### config.mk
export PLATFORM = sky130hd
export DESIGN_NAME = min_tracking_stack
export DESIGN_NICKNAME = d
export VERILOG_FILES = /design/src/rtl/core/mts_pkg.sv /design/src/rtl/core/mts_ram.sv /design/src/rtl/core/mts_ctrl.sv /design/src/rtl/core/mts_dp.sv /design/src/rtl/core/min_tracking_stack.sv
export SDC_FILE = /design/constraint.sdc
export NUM_CORES = 2
export LEC_CHECK = 0
export BUFFER_PORTS_ARGS = -buffer_cell sky130_fd_sc_hd__buf_2
export CAP_MARGIN = 20
export CORE_MARGIN = 3
export CORE_UTILIZATION = 59
export CTS_BUF_LIST = sky130_fd_sc_hd__clkbuf_4 sky130_fd_sc_hd__clkbuf_8 sky130_fd_sc_hd__clkbuf_16
export CTS_CLUSTER_SIZE = 14
export DETAILED_ROUTE_END_ITERATION = 16
export PLACE_DENSITY = 0.75
export SLEW_MARGIN = 20
export SYNTH_ARGS = -nofsm -noshare
export SYNTH_HDL_FRONTEND = slang
export SYNTH_SLANG_ARGS = --single-unit
### constraint.sdc
create_clock -name i_clk -period 8.2 [get_ports i_clk]
set_clock_uncertainty 0.2 [all_clocks]
set_input_delay 2.05 -clock i_clk [delete_from_list [all_inputs] [get_ports i_clk]]
set_output_delay 2.05 -clock i_clk [all_outputs]
set_load 0.02 [all_outputs]
### src/rtl/core/mts_pkg.sv
// ----------------------------------------------------------------------------
// mts_pkg: shared definitions for the min-tracking stack
// Sizes, request and status codes, and the command and status bundles that
// pass between the controller and the datapath.
// ----------------------------------------------------------------------------
`default_nettype none

package mts_pkg;

    // Stack geometry and word width.
    localparam int DEPTH      = 64;
    localparam int DATA_WIDTH = 32;
    localparam int CNT_W      = $clog2(DEPTH + 1);
    localparam int ADDR_W     = $clog2(DEPTH);

    // Request codes.
    localparam logic REQ_PUSH = 1'b0;
    localparam logic REQ_POP  = 1'b1;

    // Result status codes.
    localparam logic [1:0] STATUS_OK        = 2'd0;
    localparam logic [1:0] STATUS_UNDERFLOW = 2'd1;
    localparam logic [1:0] STATUS_OVERFLOW  = 2'd2;

    // Commands from the controller to the datapath.
    typedef struct packed {
        logic push;      // store a new top entry
        logic overflow;  // report a push on a full stack
        logic underflow; // report a pop on an empty stack
        logic pop_last;  // pop the only entry
        logic pop_read;  // pop and fetch the entry below from memory
        logic fill;      // load the fetched entry as the new top
    } t_cmd;

    // Occupancy status from the datapath to the controller.
    typedef struct packed {
        logic empty;
        logic full;
        logic one;
    } t_stat;

endpackage

`default_nettype wire

### src/rtl/core/mts_ram.sv
// ----------------------------------------------------------------------------
// mts_ram: generic simple dual-port RAM
// One write port and one read port; the read data is registered.
// ----------------------------------------------------------------------------
`default_nettype none

module mts_ram #(
    parameter int WIDTH = 64,
    parameter int DEPTH = 64
) (
    input  wire logic                     i_clk,
    input  wire logic                     i_wr_en,
    input  wire logic [$clog2(DEPTH)-1:0] i_wr_addr,
    input  wire logic [WIDTH-1:0]         i_wr_data,
    input  wire logic                     i_rd_en,
    input  wire logic [$clog2(DEPTH)-1:0] i_rd_addr,
    output logic      [WIDTH-1:0]         o_rd_data
);

    logic [WIDTH-1:0] r_mem [DEPTH];

    // Write port.
    always_ff @(posedge i_clk) begin
        if (i_wr_en) begin
            r_mem[i_wr_addr] <= i_wr_data;
        end
    end

    // Registered read port.
    always_ff @(posedge i_clk) begin
        if (i_rd_en) begin
            o_rd_data <= r_mem[i_rd_addr];
        end
    end

endmodule

`default_nettype wire

### src/rtl/core/mts_ctrl.sv
// ----------------------------------------------------------------------------
// mts_ctrl: controller for the min-tracking stack
// Decodes each request against the stack occupancy and sequences the
// memory read that a pop needs when entries remain below the top.
// ----------------------------------------------------------------------------
`default_nettype none

module mts_ctrl (
    input  wire logic          i_clk,
    input  wire logic          i_rst_n,
    input  wire logic          i_start,
    input  wire logic          i_req_type,
    input  wire mts_pkg::t_stat i_stat,
    output logic               o_busy,
    output mts_pkg::t_cmd      o_cmd
);

    localparam logic ST_IDLE = 1'b0;
    localparam logic ST_FILL = 1'b1;

    logic r_state;
    logic n_state;
    logic w_accept;
    logic w_push_req;
    logic w_pop_req;

    assign o_busy     = (r_state == ST_FILL);
    assign w_accept   = i_start && !o_busy;
    assign w_push_req = w_accept && (i_req_type == mts_pkg::REQ_PUSH);
    assign w_pop_req  = w_accept && (i_req_type == mts_pkg::REQ_POP);

    // Command decode for the accepted transaction.
    always_comb begin
        o_cmd.push      = w_push_req && !i_stat.full;
        o_cmd.overflow  = w_push_req && i_stat.full;
        o_cmd.underflow = w_pop_req && i_stat.empty;
        o_cmd.pop_last  = w_pop_req && !i_stat.empty && i_stat.one;
        o_cmd.pop_read  = w_pop_req && !i_stat.empty && !i_stat.one;
        o_cmd.fill      = (r_state == ST_FILL);
    end

    // Next state: a pop that leaves entries waits in the fill state for the read.
    always_comb begin
        n_state = r_state;
        unique case (r_state)
            ST_IDLE: begin
                if (o_cmd.pop_read) begin
                    n_state = ST_FILL;
                end
            end
            ST_FILL: begin
                n_state = ST_IDLE;
            end
            default: begin
                n_state = ST_IDLE;
            end
        endcase
    end

    always_ff @(posedge i_clk) begin
        if (!i_rst_n) begin
            r_state <= ST_IDLE;
        end else begin
            r_state <= n_state;
        end
    end

endmodule

`default_nettype wire

### src/rtl/core/mts_dp.sv
// ----------------------------------------------------------------------------
// mts_dp: datapath for the min-tracking stack
// Holds the entry count, the top entry in registers, the lower entries in a
// RAM, and the registered result.
// ----------------------------------------------------------------------------
`default_nettype none

module mts_dp (
    input  wire logic                                  i_clk,
    input  wire logic                                  i_rst_n,
    input  wire mts_pkg::t_cmd                         i_cmd,
    input  wire logic signed [mts_pkg::DATA_WIDTH-1:0] i_push_value,
    output mts_pkg::t_stat                             o_stat,
    output logic                                       o_valid,
    output logic signed [mts_pkg::DATA_WIDTH-1:0]      o_popped_value,
    output logic signed [mts_pkg::DATA_WIDTH-1:0]      o_popped_min,
    output logic signed [mts_pkg::DATA_WIDTH-1:0]      o_current_min,
    output logic                                       o_is_empty,
    output logic [1:0]                                 o_status
);

    localparam int W = mts_pkg::DATA_WIDTH;

    // Entry count and the cached top entry.
    logic [mts_pkg::CNT_W-1:0] r_count;
    logic [mts_pkg::CNT_W-1:0] n_count;
    logic signed [W-1:0]       r_top_val;
    logic signed [W-1:0]       n_top_val;
    logic signed [W-1:0]       r_top_min;
    logic signed [W-1:0]       n_top_min;

    // Result registers.
    logic                r_valid;
    logic                n_valid;
    logic signed [W-1:0] r_pop_val;
    logic signed [W-1:0] n_pop_val;
    logic signed [W-1:0] r_pop_min;
    logic signed [W-1:0] n_pop_min;
    logic signed [W-1:0] r_cur_min;
    logic signed [W-1:0] n_cur_min;
    logic                r_empty;
    logic                n_empty;
    logic [1:0]          r_status;
    logic [1:0]          n_status;

    logic [mts_pkg::CNT_W-1:0] w_cnt_m1;
    logic [mts_pkg::CNT_W-1:0] w_cnt_m2;
    logic signed [W-1:0]       w_new_min;
    logic [2*W-1:0]            w_rd_data;
    logic signed [W-1:0]       w_rd_val;
    logic signed [W-1:0]       w_rd_min;

    assign w_cnt_m1 = r_count - mts_pkg::CNT_W'(1);
    assign w_cnt_m2 = r_count - mts_pkg::CNT_W'(2);

    // Occupancy status for the controller.
    assign o_stat.empty = (r_count == '0);
    assign o_stat.full  = (r_count == mts_pkg::CNT_W'(mts_pkg::DEPTH));
    assign o_stat.one   = (r_count == mts_pkg::CNT_W'(1));

    // Running minimum of a new entry; a tie keeps the previous minimum.
    assign w_new_min = (o_stat.empty || (i_push_value < r_top_min)) ? i_push_value
                                                                   : r_top_min;

    // Entries below the top live in memory as {value, minimum}.
    mts_ram #(
        .WIDTH (2 * W),
        .DEPTH (mts_pkg::DEPTH)
    ) u_ram (
        .i_clk     (i_clk),
        .i_wr_en   (i_cmd.push && !o_stat.empty),
        .i_wr_addr (w_cnt_m1[mts_pkg::ADDR_W-1:0]),
        .i_wr_data ({r_top_val, r_top_min}),
        .i_rd_en   (i_cmd.pop_read),
        .i_rd_addr (w_cnt_m2[mts_pkg::ADDR_W-1:0]),
        .o_rd_data (w_rd_data)
    );

    assign w_rd_val = w_rd_data[2*W-1:W];
    assign w_rd_min = w_rd_data[W-1:0];

    // Next-state logic for the stack and the result.
    always_comb begin
        n_count   = r_count;
        n_top_val = r_top_val;
        n_top_min = r_top_min;
        n_valid   = 1'b0;
        n_pop_val = r_pop_val;
        n_pop_min = r_pop_min;
        n_cur_min = r_cur_min;
        n_empty   = r_empty;
        n_status  = r_status;

        if (i_cmd.push) begin
            n_count   = r_count + mts_pkg::CNT_W'(1);
            n_top_val = i_push_value;
            n_top_min = w_new_min;
            n_valid   = 1'b1;
            n_pop_val = '0;
            n_pop_min = '0;
            n_cur_min = w_new_min;
            n_empty   = 1'b0;
            n_status  = mts_pkg::STATUS_OK;
        end else if (i_cmd.overflow) begin
            n_valid   = 1'b1;
            n_pop_val = '0;
            n_pop_min = '0;
            n_cur_min = r_top_min;
            n_empty   = 1'b0;
            n_status  = mts_pkg::STATUS_OVERFLOW;
        end else if (i_cmd.underflow) begin
            n_valid   = 1'b1;
            n_pop_val = '0;
            n_pop_min = '0;
            n_cur_min = '0;
            n_empty   = 1'b1;
            n_status  = mts_pkg::STATUS_UNDERFLOW;
        end else if (i_cmd.pop_last) begin
            n_count   = '0;
            n_valid   = 1'b1;
            n_pop_val = r_top_val;
            n_pop_min = r_top_min;
            n_cur_min = '0;
            n_empty   = 1'b1;
            n_status  = mts_pkg::STATUS_OK;
        end else if (i_cmd.pop_read) begin
            // The result waits until the entry below has been read.
            n_count   = w_cnt_m1;
            n_pop_val = r_top_val;
            n_pop_min = r_top_min;
            n_empty   = 1'b0;
            n_status  = mts_pkg::STATUS_OK;
        end else if (i_cmd.fill) begin
            n_top_val = w_rd_val;
            n_top_min = w_rd_min;
            n_valid   = 1'b1;
            n_cur_min = w_rd_min;
        end
    end

    // Control registers.
    always_ff @(posedge i_clk) begin
        if (!i_rst_n) begin
            r_count <= '0;
            r_valid <= 1'b0;
        end else begin
            r_count <= n_count;
            r_valid <= n_valid;
        end
    end

    // Payload registers.
    always_ff @(posedge i_clk) begin
        r_top_val <= n_top_val;
        r_top_min <= n_top_min;
        r_pop_val <= n_pop_val;
        r_pop_min <= n_pop_min;
        r_cur_min <= n_cur_min;
        r_empty   <= n_empty;
        r_status  <= n_status;
    end

    assign o_valid        = r_valid;
    assign o_popped_value = r_pop_val;
    assign o_popped_min   = r_pop_min;
    assign o_current_min  = r_cur_min;
    assign o_is_empty     = r_empty;
    assign o_status       = r_status;

endmodule

`default_nettype wire

### src/rtl/core/min_tracking_stack.sv
// ----------------------------------------------------------------------------
// min_tracking_stack: bounded LIFO of signed words with running minimum
//
//   Channel   Direction  Handshake              Payload
//   request   in         start && !busy         i_req_type, i_push_value
//   result    out        o_valid (one cycle)    o_popped_value, o_popped_min,
//                                               o_current_min, o_is_empty,
//                                               o_status
//
// Every accepted transaction gives one result. A push, an overflow, an
// underflow or a pop of the last entry reports in the cycle after acceptance.
// A pop that leaves entries raises busy for one cycle while the RAM read of
// the new top completes, and reports once the fill state has loaded that top.
// Reset clears the entry count; the RAM needs no clearing pass.
// The receiver cannot stall, so results are never held back.
// ----------------------------------------------------------------------------
`default_nettype none

module min_tracking_stack (
    input  wire logic                                  i_clk,
    input  wire logic                                  i_rst_n,
    input  wire logic                                  start,
    output logic                                       busy,
    input  wire logic                                  i_req_type,
    input  wire logic signed [mts_pkg::DATA_WIDTH-1:0] i_push_value,
    output logic                                       o_valid,
    output logic signed [mts_pkg::DATA_WIDTH-1:0]      o_popped_value,
    output logic signed [mts_pkg::DATA_WIDTH-1:0]      o_popped_min,
    output logic signed [mts_pkg::DATA_WIDTH-1:0]      o_current_min,
    output logic                                       o_is_empty,
    output logic [1:0]                                 o_status
);

    mts_pkg::t_cmd  w_cmd;
    mts_pkg::t_stat w_stat;

    // Request decode and sequencing.
    mts_ctrl u_ctrl (
        .i_clk      (i_clk),
        .i_rst_n    (i_rst_n),
        .i_start    (start),
        .i_req_type (i_req_type),
        .i_stat     (w_stat),
        .o_busy     (busy),
        .o_cmd      (w_cmd)
    );

    // Stack storage and result registers.
    mts_dp u_dp (
        .i_clk          (i_clk),
        .i_rst_n        (i_rst_n),
        .i_cmd          (w_cmd),
        .i_push_value   (i_push_value),
        .o_stat         (w_stat),
        .o_valid        (o_valid),
        .o_popped_value (o_popped_value),
        .o_popped_min   (o_popped_min),
        .o_current_min  (o_current_min),
        .o_is_empty     (o_is_empty),
        .o_status       (o_status)
    );

    // Busy always drops again in the cycle after it rises.
    a_busy_single: assert property (@(posedge i_clk) disable iff (!i_rst_n)
        busy |=> !busy)
        else $error("busy held for more than one cycle");

    // A push transaction always reports in the next cycle.
    a_push_result: assert property (@(posedge i_clk) disable iff (!i_rst_n)
        (start && !busy && i_req_type == mts_pkg::REQ_PUSH) |=> o_valid)
        else $error("push result missing");

    // A pop that waits for the read reports when the wait ends.
    a_pop_result: assert property (@(posedge i_clk) disable iff (!i_rst_n)
        busy |=> o_valid)
        else $error("pop result missing after read");

    // An empty stack reports a zero minimum.
    a_empty_min: assert property (@(posedge i_clk) disable iff (!i_rst_n)
        (o_valid && o_is_empty) |-> (o_current_min == '0))
        else $error("nonzero minimum on empty stack");

    // Underflow only happens on an empty stack.
    a_underflow_empty: assert property (@(posedge i_clk) disable iff (!i_rst_n)
        (o_valid && o_status == mts_pkg::STATUS_UNDERFLOW) |-> o_is_empty)
        else $error("underflow reported on a non-empty stack");

endmodule

`default_nettype wire
==> results.py <==
metrics = {
    "final_layout": {
        "final_common_cell": "edfxtp_1",
        "layout_common_cells": "edfxtp_1, mux4_2, clkbuf_16",
        "syn_to_final_growth_pct": 12.6,
        "layout-drive-gt1-share": 0.332,
        "fin_nets": 7268,
        "n_fill_cell": 16258,
    },
    "timing": {
        "worstMarginPinSlew_ns": 1.18,
        "slew_headroom": 0.209,
        "setup_slack_ns": 2.44,
        "rsz0062_at_grt": "false",
        "fin_crit_sh": 0.703,
        "hold_viol": 0,
        "setup-tns-final_ns": 0,
        "max_freq_mhz": 173,
        "finalSetupViolCount": 0,
        "fin_crit_ns": 5.76,
        "slew_violations": 0,
    },
    "worst_hold_path": {
        "hold_class": "reg2reg",
    },
    "worst_setup_path": {
        "crit_path_end_kind": "flop",
        "crit_buf_inv": 2,
        "crit_type": "in2reg",
        "crit_top_cell": "nor2_1",
        "cp.required_ns": 8.57,
        "critical-path-top-delay-family": "simple AND/OR/NAND/NOR gates",
        "arrival_ns": 6.13,
        "slowest_delay_ns": 1.04,
        "slowest_stage": "nor2_4",
        "crit_chain": "buf_2 -> nand2b_1 -> nor2_1 -> nand2_4 -> nor2_1 -> nand4_1 -> nor2_4 -> buf_4",
        "cp_max_fo": 22,
        "startpoint_type": "input pin",
    },
    "detailed_routing": {
        "vias": 80639,
        "avgViaCountPerCell": 7.16,
        "ant_nets": 0,
        "wirelength_mm": 457,
        "wl_per_cell_um": 40.6,
        "drc": 0,
        "drt_iter0_markers": 13823,
        "firstDrtPassIters": 8,
    },
    "yosys": {
        "synth_warnings": 0,
        "netlist_instances": 6744,
        "synth_edf_count": 4256,
        "synth_cell_types": 46,
        "synth-seq-cells": 4332,
        "synth_fp_nets": 6818,
        "seq_area_frac_synth": 0.784,
        "synthFlopType": "edfxtp_1",
        "synth-async-reset-ratio": 0,
        "netlist_area_mm2": 0.165,
        "syn-mean-instance-area_um2": 24.5,
    },
    "power": {
        "seq_power_share": 0.444,
        "p_leak_nw": 57.3,
        "ir_worst_vdd_uv": 296,
        "clkPwrFrac": 0.322,
        "power_density_mw_per_mm2": 325,
        "internal_power_mw": 42.7,
        "comb_power_share": 0.234,
        "p_switching_mw": 17.7,
        "p_sw_frac": 0.292,
    },
    "floorplanning": {
        "io_pins": 137,
        "chipWidth_um": 535,
        "start_util": 0.595,
        "dieHeight_um": 535,
        "num_rows": 193,
        "core_mm2": 0.277,
        "die-area_mm2": 0.286,
    },
    "placed_design": {
        "gp_congestion": 0.894,
        "hpwlAfterDp_mm": 241,
        "io_buffers": 136,
        "pre_cts_ws_ns": 1.66,
    },
    "cts": {
        "cts_setup_buffers": 0,
        "htreeDepth": 5,
        "clock_latency_ns": 0.98,
        "cts_buffers": 416,
        "cts_resized": 0,
        "clk_pin_slew_ns": 0.06,
        "cts_tree": "yes",
        "clk_root_buffer_cell": "clkbuf_16",
        "cts_buffer_depth": 4,
        "cts_sinks": 4332,
        "cts_hold_buffers": 0,
    },
    "global_routing": {
        "grt_pass1_vias": 80686,
        "antenna_found_initial": 53,
        "grt_pass1_wl_mm": 640,
        "globalRoute.busiestLayer": "met2",
        "use_met1": 0.440,
        "grt_max_degree": 145,
        "track_usage": 0.322,
        "grtUsageMet2": 0.504,
        "grt-ovfl-total": 0,
        "grt_use_met3": 0.0717,
    },
    "flow_run": {
        "drv_cap": 0,
    },
    "run_status": {
        "status": "finished clean",
    },
}
## cell usage after synthesis, types with 4 or more instances
library cell  instances  area, µm²
buf_2               115        576
nand3_1              10       50.1
and2_1               66        413
nand2_1             258        968
nor2_1               85        319
o311a_1               5       50.1
ha_1                 38        475
mux4_2             1344      30300
nand2b_1              4       25.0
buf_1                22       82.6
and3_1                4       25.0
nand4_1               7       43.8
xor2_1                7       61.3
clkbuf_1            213        800
a221o_1              64        641
edfxtp_1           4256     128000
buf_6                 5       56.3
a21oi_1              79        395
o21ai_0              12       60.1
o22ai_1               4       25.0
inv_1                39        146
dfxtp_1              76       1520
## worst min-delay path: stages, from the launching register on
cell     delay, ns
dfxtp_1       0.30
nand2_1       0.05
a21oi_1       0.05
## metal layers
| metal | vias to the layer above | wire (µm) |
|---|---|---|
| li1 | 30030 | - |
| met3 | 1138 | 55100 |
| met1 | 42816 | 155000 |
| met4 | 20 | 27000 |
| met2 | 6635 | 220000 |
| met5 | - | 129 |
## final cells by class
cell class | instances | area (µm²) | area share
diodes | 17 | 42.5 | 0.000229
clock buffers | 516 | 11500 | 0.0617
clock inverters | 254 | 2430 | 0.0131
inverters | 39 | 149 | 0.000801
multi-input cells | 2018 | 34700 | 0.187
flip-flops and latches | 4332 | 129000 | 0.696
well taps | 3705 | 4640 | 0.0249
repair buffers | 387 | 3090 | 0.0166
## state kept, by name (all words and copies together), names as in the netlist
name,count
u_dp.o_status,2
u_dp.r_top_val,32
u_dp.o_popped_min,32
u_dp.o_valid,1
u_dp.r_count,7
u_dp.u_ram.o_rd_data,64
u_dp.r_top_min,32
u_dp.o_popped_value,32
u_dp.o_current_min,32
u_dp.u_ram.r_mem,4096
u_dp.o_is_empty,1
u_ctrl.o_busy,1
## metrics by stage
stage	total power [mW]	hold slack (ns)	utilization	instance area (µm²)	cells
detailed placement	41.0	0.244	0.619	172000	10477
finish	60.4	0.254	0.670	186000	11268
global placement	40.8	0.238	0.619	172000	10476
floorplan	35.2	0.291	-	165000	6744
CTS	60.4	0.252	0.669	186000	11247
global route	61.7	0.272	0.670	186000	11259
## final timing paths
check	startpoint	endpoint	slack, ns	depth (start not counted)
setup / recovery	start	u_dp.u_ram.r_mem[12][24]	2.44	8
hold / removal	u_dp.o_popped_value[28]	u_dp.o_popped_value[28]	0.25	2
setup reg to reg	u_dp.r_count[0]	u_dp.u_ram.r_mem[12][24]	2.89	8
hold reg to reg	u_dp.o_popped_value[28]	u_dp.o_popped_value[28]	0.25	2
## kinds of logic (layout without fill, tap and decap cells)
logic type	after synthesis	after routing	share of synthesized area
XOR/XNOR	10	10	0.000531
AND/OR/NAND/NOR	445	445	0.0116
adder cells (fa/ha/maj)	38	38	0.00288
other	0	17	0
buffers and inverters	394	1196	0.0101
AO/OA/AOI/OAI	181	181	0.00790
multiplexers	1344	1344	0.183
flip-flops	4332	4332	0.784
## power groups by stage
stage / Clock (mW) / Sequential, mW / Combinational, mW
detailed placement: 0 / 27.2 / 13.8
global placement: 0 / 27.2 / 13.6
finish: 19.5 / 26.8 / 14.1
floorplan: 0 / 27.8 / 7.40
global route: 20.4 / 26.8 / 14.5
CTS: 19.6 / 26.8 / 14.0
Power figures use the tool's default switching activity.
